`config.mk`:
```
export PLATFORM = sky130hd
export DESIGN_NAME = percent_decoder
export DESIGN_NICKNAME = d
export VERILOG_FILES = /design/src/rtl/core/pdec_pkg.sv /design/src/rtl/core/pdec_decode.sv /design/src/rtl/core/pdec_outq.sv /design/src/rtl/core/percent_decoder.sv
export SDC_FILE = /design/constraint.sdc
export NUM_CORES = 1
export LEC_CHECK = 0
export BUFFER_PORTS_ARGS = -buffer_cell sky130_fd_sc_hd__buf_2
export CAP_MARGIN = 20
export CORE_ASPECT_RATIO = 0.8
export CORE_MARGIN = 2
export CORE_UTILIZATION = 59
export DETAILED_ROUTE_END_ITERATION = 7
export PLACE_DENSITY = 0.87
export SYNTH_ARGS = -nofsm -noshare
export SYNTH_HDL_FRONTEND = slang
export SYNTH_SLANG_ARGS = --single-unit
```
`constraint.sdc`:
```
create_clock -name i_clk -period 6.05 [get_ports i_clk]
set_input_delay 0.9075 -clock i_clk [delete_from_list [all_inputs] [get_ports i_clk]]
set_output_delay 0.9075 -clock i_clk [all_outputs]
set_load 0.01 [all_outputs]
```
`src/rtl/core/pdec_pkg.sv`:
```
// Shared types, character constants and hex helper for the percent decoder.
package pdec_pkg;

    localparam logic [7:0] C_PLUS    = 8'h2B;
    localparam logic [7:0] C_PERCENT = 8'h25;
    localparam logic [7:0] C_SPACE   = 8'h20;
    localparam logic [7:0] C_DIG0    = 8'h30;
    localparam logic [7:0] C_DIG9    = 8'h39;
    localparam logic [7:0] C_UPA     = 8'h41;
    localparam logic [7:0] C_UPF     = 8'h46;
    localparam logic [7:0] C_LOA     = 8'h61;
    localparam logic [7:0] C_LOF     = 8'h66;
    localparam logic [3:0] C_TEN     = 4'd10;

    localparam logic [15:0] CAP_RESET = 16'd256;

    // Escape phase codes
    localparam logic [1:0] PH_IDLE  = 2'd0;
    localparam logic [1:0] PH_PCT   = 2'd1;
    localparam logic [1:0] PH_DIGIT = 2'd2;
    localparam logic [1:0] PH_NONE  = 2'd3;

    // Results caused by one input item: up to three bytes, then an optional terminator
    typedef struct packed {
        logic [2:0][7:0] bytes;
        logic [1:0]      nbytes;
        logic            term;
    } t_group;

    typedef struct packed {
        logic       valid;
        logic [3:0] value;
    } t_hex;

    function automatic t_hex hex_decode(input logic [7:0] b);
        t_hex h;
        h.valid = 1'b1;
        h.value = 4'd0;
        if (b inside {[C_DIG0:C_DIG9]}) begin
            h.value = 4'(b - C_DIG0);
        end else if (b inside {[C_UPA:C_UPF]}) begin
            h.value = 4'(b - C_UPA) + C_TEN;
        end else if (b inside {[C_LOA:C_LOF]}) begin
            h.value = 4'(b - C_LOA) + C_TEN;
        end else begin
            h.valid = 1'b0;
        end
        return h;
    endfunction

endpackage

```
`src/rtl/core/pdec_decode.sv`:
```
// Escape state, emission count and per-item result group builder.
module pdec_decode import pdec_pkg::*; (
    input  logic        i_clk,
    input  logic        i_rst_n,
    input  logic        i_accept,
    input  logic [7:0]  i_byte,
    input  logic        i_last,
    input  logic [15:0] i_capacity,
    output t_group      o_group,
    output logic        o_group_nonempty
);

    logic [1:0]  r_phase, n_phase;
    logic [7:0]  r_held, n_held;
    logic [15:0] r_count, n_count;

    t_hex             hx, hheld;
    logic             plain_has, plain_esc;
    logic [7:0]       plain_b;
    logic [2:0][7:0]  cand;
    logic [1:0]       cand_n;
    logic [2:0]       room_ok;
    logic [1:0]       room_n, emit_n;

    // Classify the byte as plain input
    always_comb begin
        hx        = hex_decode(i_byte);
        hheld     = hex_decode(r_held);
        plain_esc = 1'b0;
        plain_has = 1'b1;
        plain_b   = i_byte;
        if (i_byte == C_PLUS) begin
            plain_b = C_SPACE;
        end else if (i_byte == C_PERCENT && !i_last) begin
            plain_esc = 1'b1;
            plain_has = 1'b0;
        end
    end

    // Build candidate bytes and next escape state
    always_comb begin
        cand    = '0;
        cand_n  = 2'd0;
        n_phase = PH_IDLE;
        n_held  = r_held;
        case (r_phase)
            PH_PCT: begin
                if (!i_last && hx.valid) begin
                    n_held  = i_byte;
                    n_phase = PH_DIGIT;
                end else begin
                    cand[0] = C_PERCENT;
                    cand[1] = plain_b;
                    cand_n  = plain_has ? 2'd2 : 2'd1;
                    n_phase = plain_esc ? PH_PCT : PH_IDLE;
                end
            end
            PH_DIGIT: begin
                n_held = 8'd0;
                if (hx.valid) begin
                    cand[0] = {hheld.value, hx.value};
                    cand_n  = 2'd1;
                end else begin
                    cand[0] = C_PERCENT;
                    cand[1] = r_held;
                    cand[2] = plain_b;
                    cand_n  = plain_has ? 2'd3 : 2'd2;
                    n_phase = plain_esc ? PH_PCT : PH_IDLE;
                end
            end
            default: begin
                cand[0] = plain_b;
                cand_n  = plain_has ? 2'd1 : 2'd0;
                n_phase = plain_esc ? PH_PCT : PH_IDLE;
            end
        endcase
        if (i_last) begin
            n_phase = PH_IDLE;
            n_held  = 8'd0;
        end
    end

    // Clip emissions to the remaining capacity
    always_comb begin
        for (int i = 0; i < 3; i++) begin
            room_ok[i] = ({1'b0, r_count} + 17'(i + 1)) < {1'b0, i_capacity};
        end
        room_n = room_ok[0] ? (room_ok[1] ? (room_ok[2] ? 2'd3 : 2'd2) : 2'd1) : 2'd0;
        emit_n = (cand_n < room_n) ? cand_n : room_n;
        n_count = i_last ? 16'd0 : r_count + 16'(emit_n);
    end

    assign o_group.bytes     = cand;
    assign o_group.nbytes    = emit_n;
    assign o_group.term      = i_last;
    assign o_group_nonempty  = (emit_n != 2'd0) || i_last;

    // Advance state on each accepted beat
    always_ff @(posedge i_clk) begin
        if (!i_rst_n) begin
            r_phase <= PH_IDLE;
            r_held  <= 8'd0;
            r_count <= 16'd0;
        end else if (i_accept) begin
            r_phase <= n_phase;
            r_held  <= n_held;
            r_count <= n_count;
        end
    end

`ifndef NO_ASSERTIONS
    a_no_phase3: assert property (@(posedge i_clk) disable iff (!i_rst_n)
        r_phase != PH_NONE)
        else $error("escape phase reached unused code");
    a_last_clears: assert property (@(posedge i_clk) disable iff (!i_rst_n)
        i_accept && i_last |=> r_phase == PH_IDLE && r_count == 16'd0)
        else $error("final beat did not clear string state");
    a_held_hex: assert property (@(posedge i_clk) disable iff (!i_rst_n)
        r_phase == PH_DIGIT |-> hheld.valid)
        else $error("held digit is not hex");
`endif

endmodule

```
`src/rtl/core/pdec_outq.sv`:
```
// Result group register that drains one result beat per cycle while i_ready is high.
module pdec_outq import pdec_pkg::*; (
    input  logic       i_clk,
    input  logic       i_rst_n,
    input  logic       i_load,
    input  t_group     i_group,
    output logic       o_can_load,
    output logic       o_valid,
    input  logic       i_ready,
    output logic [7:0] o_byte,
    output logic       o_term,
    output logic       o_last
);

    logic       r_valid;
    t_group     r_grp;
    logic [1:0] r_idx;
    logic [2:0] total;
    logic       last_beat, take, is_term;

    assign total      = {1'b0, r_grp.nbytes} + {2'b00, r_grp.term};
    assign last_beat  = ({1'b0, r_idx} + 3'd1) == total;
    assign take       = r_valid && i_ready;
    assign o_can_load = !r_valid || (take && last_beat);
    assign is_term    = {1'b0, r_idx} >= {1'b0, r_grp.nbytes};

    assign o_valid = r_valid;
    assign o_byte  = is_term ? 8'd0 : r_grp.bytes[r_idx];
    assign o_term  = is_term;
    assign o_last  = last_beat;

    // Load a new group or step through the held one
    always_ff @(posedge i_clk) begin
        if (!i_rst_n) begin
            r_valid <= 1'b0;
            r_idx   <= 2'd0;
        end else if (i_load) begin
            r_valid <= 1'b1;
            r_idx   <= 2'd0;
        end else if (take) begin
            if (last_beat) begin
                r_valid <= 1'b0;
            end else begin
                r_idx <= r_idx + 2'd1;
            end
        end
    end

    // Hold payload for the group
    always_ff @(posedge i_clk) begin
        if (i_load) begin
            r_grp <= i_group;
        end
    end

`ifndef NO_ASSERTIONS
    a_idx_in_group: assert property (@(posedge i_clk) disable iff (!i_rst_n)
        r_valid |-> ({1'b0, r_idx} < total))
        else $error("result index beyond group");
    a_load_when_free: assert property (@(posedge i_clk) disable iff (!i_rst_n)
        i_load |-> o_can_load)
        else $error("group loaded over undelivered results");
    a_step: assert property (@(posedge i_clk) disable iff (!i_rst_n)
        take && !last_beat |=> r_valid && r_idx == $past(r_idx) + 2'd1)
        else $error("result index did not advance");
`endif

endmodule

```
`src/rtl/core/percent_decoder.sv`:
```
// Top level of the form-URL percent decoder stream block.
// The first result beat of an input beat is registered and presented in the cycle after the input beat is accepted.
// One input beat per cycle while each beat yields at most one result and the output is ready;
// a beat yielding more results (up to four) holds off input until its last result is taken,
// since the single result group register drains one beat per cycle while the output is ready.
// Reset: synchronous active low; clears escape state and count, capacity 256.
module percent_decoder import pdec_pkg::*; (
    input  logic        i_clk,
    input  logic        i_rst_n,
    input  logic        s_axis_tvalid,
    output logic        s_axis_tready,
    input  logic [7:0]  s_axis_tdata,   // [7:0] in_byte
    input  logic        s_axis_tlast,   // final_byte
    output logic        m_axis_tvalid,
    input  logic        m_axis_tready,
    output logic [7:0]  m_axis_tdata,   // [7:0] out_byte
    output logic        m_axis_tuser,   // [0] is_terminator
    output logic        m_axis_tlast,   // run_end
    input  logic        i_cfg_valid,
    output logic        o_cfg_ready,
    input  logic [15:0] i_cfg_data      // [15:0] out_capacity
);

    logic [15:0] r_capacity;
    t_group      grp;
    logic        grp_nonempty, can_load, accept;

    assign o_cfg_ready   = 1'b1;
    assign s_axis_tready = can_load;
    assign accept        = s_axis_tvalid && can_load;

    // Hold the capacity register
    always_ff @(posedge i_clk) begin
        if (!i_rst_n) begin
            r_capacity <= CAP_RESET;
        end else if (i_cfg_valid) begin
            r_capacity <= i_cfg_data;
        end
    end

    pdec_decode u_decode (
        .i_clk            (i_clk),
        .i_rst_n          (i_rst_n),
        .i_accept         (accept),
        .i_byte           (s_axis_tdata),
        .i_last           (s_axis_tlast),
        .i_capacity       (r_capacity),
        .o_group          (grp),
        .o_group_nonempty (grp_nonempty)
    );

    pdec_outq u_outq (
        .i_clk      (i_clk),
        .i_rst_n    (i_rst_n),
        .i_load     (accept && grp_nonempty),
        .i_group    (grp),
        .o_can_load (can_load),
        .o_valid    (m_axis_tvalid),
        .i_ready    (m_axis_tready),
        .o_byte     (m_axis_tdata),
        .o_term     (m_axis_tuser),
        .o_last     (m_axis_tlast)
    );

endmodule

```
==> results.toml <==
[status]
status = "completed"

[worst_setup_path]
required_ps = 6270
slowest_stage = "dfxtp_1"
slowest_delay_ps = 660
crit_type = "flip-flop to flip-flop"
crit_chain = "nand4_1, or3_1, nor2_1, xor2_1, ha_1, a21o_1, a21o_1, a221oi_1, o221ai_1, or2_1, ha_1, nor2_1, o21a_1, ha_1, inv_1, fa_1, nor3_2, nand3_1, xor2_1, nor2_1"
crit_fanout = 12
arrival_ps = 5820
end_kind = "flip-flop"
start_kind = "flip-flop"

[final_layout]
antenna_cells = 0
layout_common_cells = "82 x nor2_1, 67 x ha_1, 45 x dfxtp_1"
layout_commonest_cell = "nor2_1"
synthToLayoutAreaGrowth_pct = 9.17
nets = 759
utilization_pct = 66.5
final_cell_count_no_fill = 781
layout-drive-gt1-share_pct = 11.0

[clocking]
h-tree-depth = 3
numCtsBuffers = 9
clk_latency_ps = 350
cts.path.max_buffers = 2
cts_sinks = 72
clkTransAtPathRegs_ps = 60
cts-hold-fix-buffers = 0
cts-root-buf = "clkbuf_16"
post_cts_buffers = 0
cts_tree = "done"
cts.repair.resized = 0

[drt]
dr_wl_met3_mm = 1.33
route.vias.total = 4675
ant_nets = 0
wire_per_inst_um = 17.0
finalWirelength_mm = 13.3
drt-pass1-iter-count = 5
drtIter0Drc = 515
vias_per_cell = 5.99
top_layer = "met4"
met1Wirelength_mm = 6.24
remaining_drc_errors = 0
dr_wl_met2_mm = 5.62

[die]
num_rows = 31
die_x_um = 112
die_y_um = 90.6
core_mm2 = 0.00908
start_util_pct = 60.9
dieArea_mm2 = 0.0102
pin_count = 43

[global_routing]
first_global_vias = 4472
track_usage_pct = 27.3
antenna_found_initial = 0
grt_overflow = 0
grt_pass1_wl_mm = 22.0
grt_max_degree = 27

[logic_synthesis]
ys_warn_count = 0
synth_top_family_by_area = "simple AND/OR/NAND/NOR gates"
synth.area.mux_share_pct = 4.53
netlist_area_mm2 = 0.00553
synth_cells = 643
synth_nets = 741
synthAdderAreaFrac_pct = 15.5
synth_edf_count = 27
syn_area_per_cell_um2 = 8.59
ys_seq_elements = 72
ys_seq_area_share_pct = 31.0
synth_xor_area_share_pct = 9.35
synth-compound-area-share_pct = 13.9
yosys.area_share.simple_pct = 20.1
async_reset_ff_share_pct = 0
yosysUniqueCellTypes = 62
synth_ff_type = "dfxtp_1"

[timing]
maxSlewHeadroom_pct = 51.3
holdWs_ps = 497
drv_slew = 0
final-setup-viol-count = 0
tightestPinTransition_ps = 729
max_freq_mhz = 178
rsz0062_at_grt = "false"
finalWorstSetupSlack_ps = 445
skew_ps = 8.42
fin_crit_sh_pct = 92.7
setup_tns_ps = 0
hold_viol = 0
min_period_ps = 5610

[power_and_ir_drop]
power_leakage_uw = 0.00265
p_per_area_mw_per_mm2 = 205
vdd_ir_drop_max_uv = 254

[placement]
place_inst = 765
hpwl_mm = 10.2
place.gp.congestion = 0.944
place_ws_ps = 680
port_buffers = 41

[flow_run]
cap_violations = 0

[min_path]
hp-class = "flip-flop to flip-flop"
-- registers in the layout (all words and copies together) (netlist names) --
name / cells
u_outq.r_idx: 2
u_decode.r_held: 8
r_capacity: 16
u_decode.r_phase: 2
u_outq.o_valid: 1
u_outq.r_grp: 27
u_decode.r_count: 16
-- critical path, delay by kind of cell (launching register included) --
kind	cells	cell delay [ps]
flops	1	660
fa+ha+maj	4	1180
simple gates	8	2110
compound gates	5	1100
xor+xnor	2	350
buf+inv	1	60
-- metal layers --
metal,vias to the layer above,GRT usage (%)
met4,0,5.69
met5,-,0
li1,2290,-
met3,15,8.52
met1,2154,40.3
met2,216,39.2
-- synth_stat cells (3+ instances only) --
| master | instances | area, um^2 |
|---|---|---|
| edfxtp_1 | 27 | 811 |
| dfxtp_1 | 45 | 901 |
| nand4_1 | 11 | 68.8 |
| and2_1 | 5 | 31.3 |
| a221oi_1 | 3 | 26.3 |
| nor4_1 | 4 | 25.0 |
| or2_1 | 3 | 18.8 |
| buf_2 | 13 | 65.1 |
| nand2b_1 | 13 | 81.3 |
| and3_1 | 8 | 50.1 |
| ha_1 | 67 | 838 |
| mux2i_1 | 25 | 250 |
| nor2_1 | 82 | 308 |
| a21oi_1 | 43 | 215 |
| a21o_1 | 10 | 75.1 |
| clkbuf_1 | 19 | 71.3 |
| a31oi_1 | 6 | 37.5 |
| a211oi_1 | 5 | 37.5 |
| xor2_1 | 30 | 263 |
| nand2_1 | 36 | 135 |
| xnor2_1 | 29 | 254 |
| o21a_1 | 5 | 37.5 |
| o21ai_1 | 10 | 50.1 |
| o211ai_1 | 5 | 37.5 |
| o21ai_0 | 7 | 35.0 |
| nand3_1 | 25 | 125 |
| nor2b_1 | 9 | 56.3 |
| a22oi_1 | 8 | 60.1 |
| or3_1 | 3 | 18.8 |
| inv_1 | 36 | 135 |
| inv_2 | 4 | 15.0 |
| nor3_1 | 7 | 35.0 |
-- where the power goes --
part | leakage (uW) | switching [uW] | internal [uW]
sequential | 0.000626 | 14.4 | 524
clock | 0.000143 | 213 | 321
combinational | 0.00188 | 101 | 64.8
total | 0.00265 | 328 | 910
-- per-stage QoR --
step / area, um^2 / total power (uW)
3_3_place_gp: 5740 / 702
4_1_cts: 6030 / 1240
3_5_place_dp: 5740 / 710
2_1_floorplan: 5530 / 654
5_1_grt: 6030 / 1290
6_report: 6030 / 1240
-- path summary, 6_finish.rpt --
kind / slack, ps / depth (start not counted) / startpoint / to
worst max-delay path: 440 / 20 / u_decode.r_count[4] / u_decode.r_count[6]
worst min-delay path: 500 / 2 / r_capacity[4] / r_capacity[4]
worst max register to register: 440 / 20 / u_decode.r_count[4] / u_decode.r_count[6]
worst min register to register: 500 / 2 / r_capacity[4] / r_capacity[4]
-- cells by family (layout without fill, tap and decap cells) --
| logic type | count (synthesis) | after routing |
|---|---|---|
| compound gates | 119 | 119 |
| simple gates | 223 | 223 |
| flops | 72 | 72 |
| other cells | 1 | 1 |
| fa+ha+maj | 68 | 68 |
| xor+xnor | 59 | 59 |
| buf+inv | 76 | 99 |
| mux | 25 | 25 |
-- final cells by class --
| type | count | area [um^2] |
|---|---|---|
| well taps | 115 | 144 |
| flip-flops and latches | 72 | 1710 |
| fillers | 741 | 3040 |
| inverters | 41 | 154 |
| clock buffers | 10 | 229 |
| clock inverters | 6 | 68.8 |
| repair buffers | 42 | 213 |
| multi-input cells | 495 | 3510 |
Power figures use the tool's default switching activity.
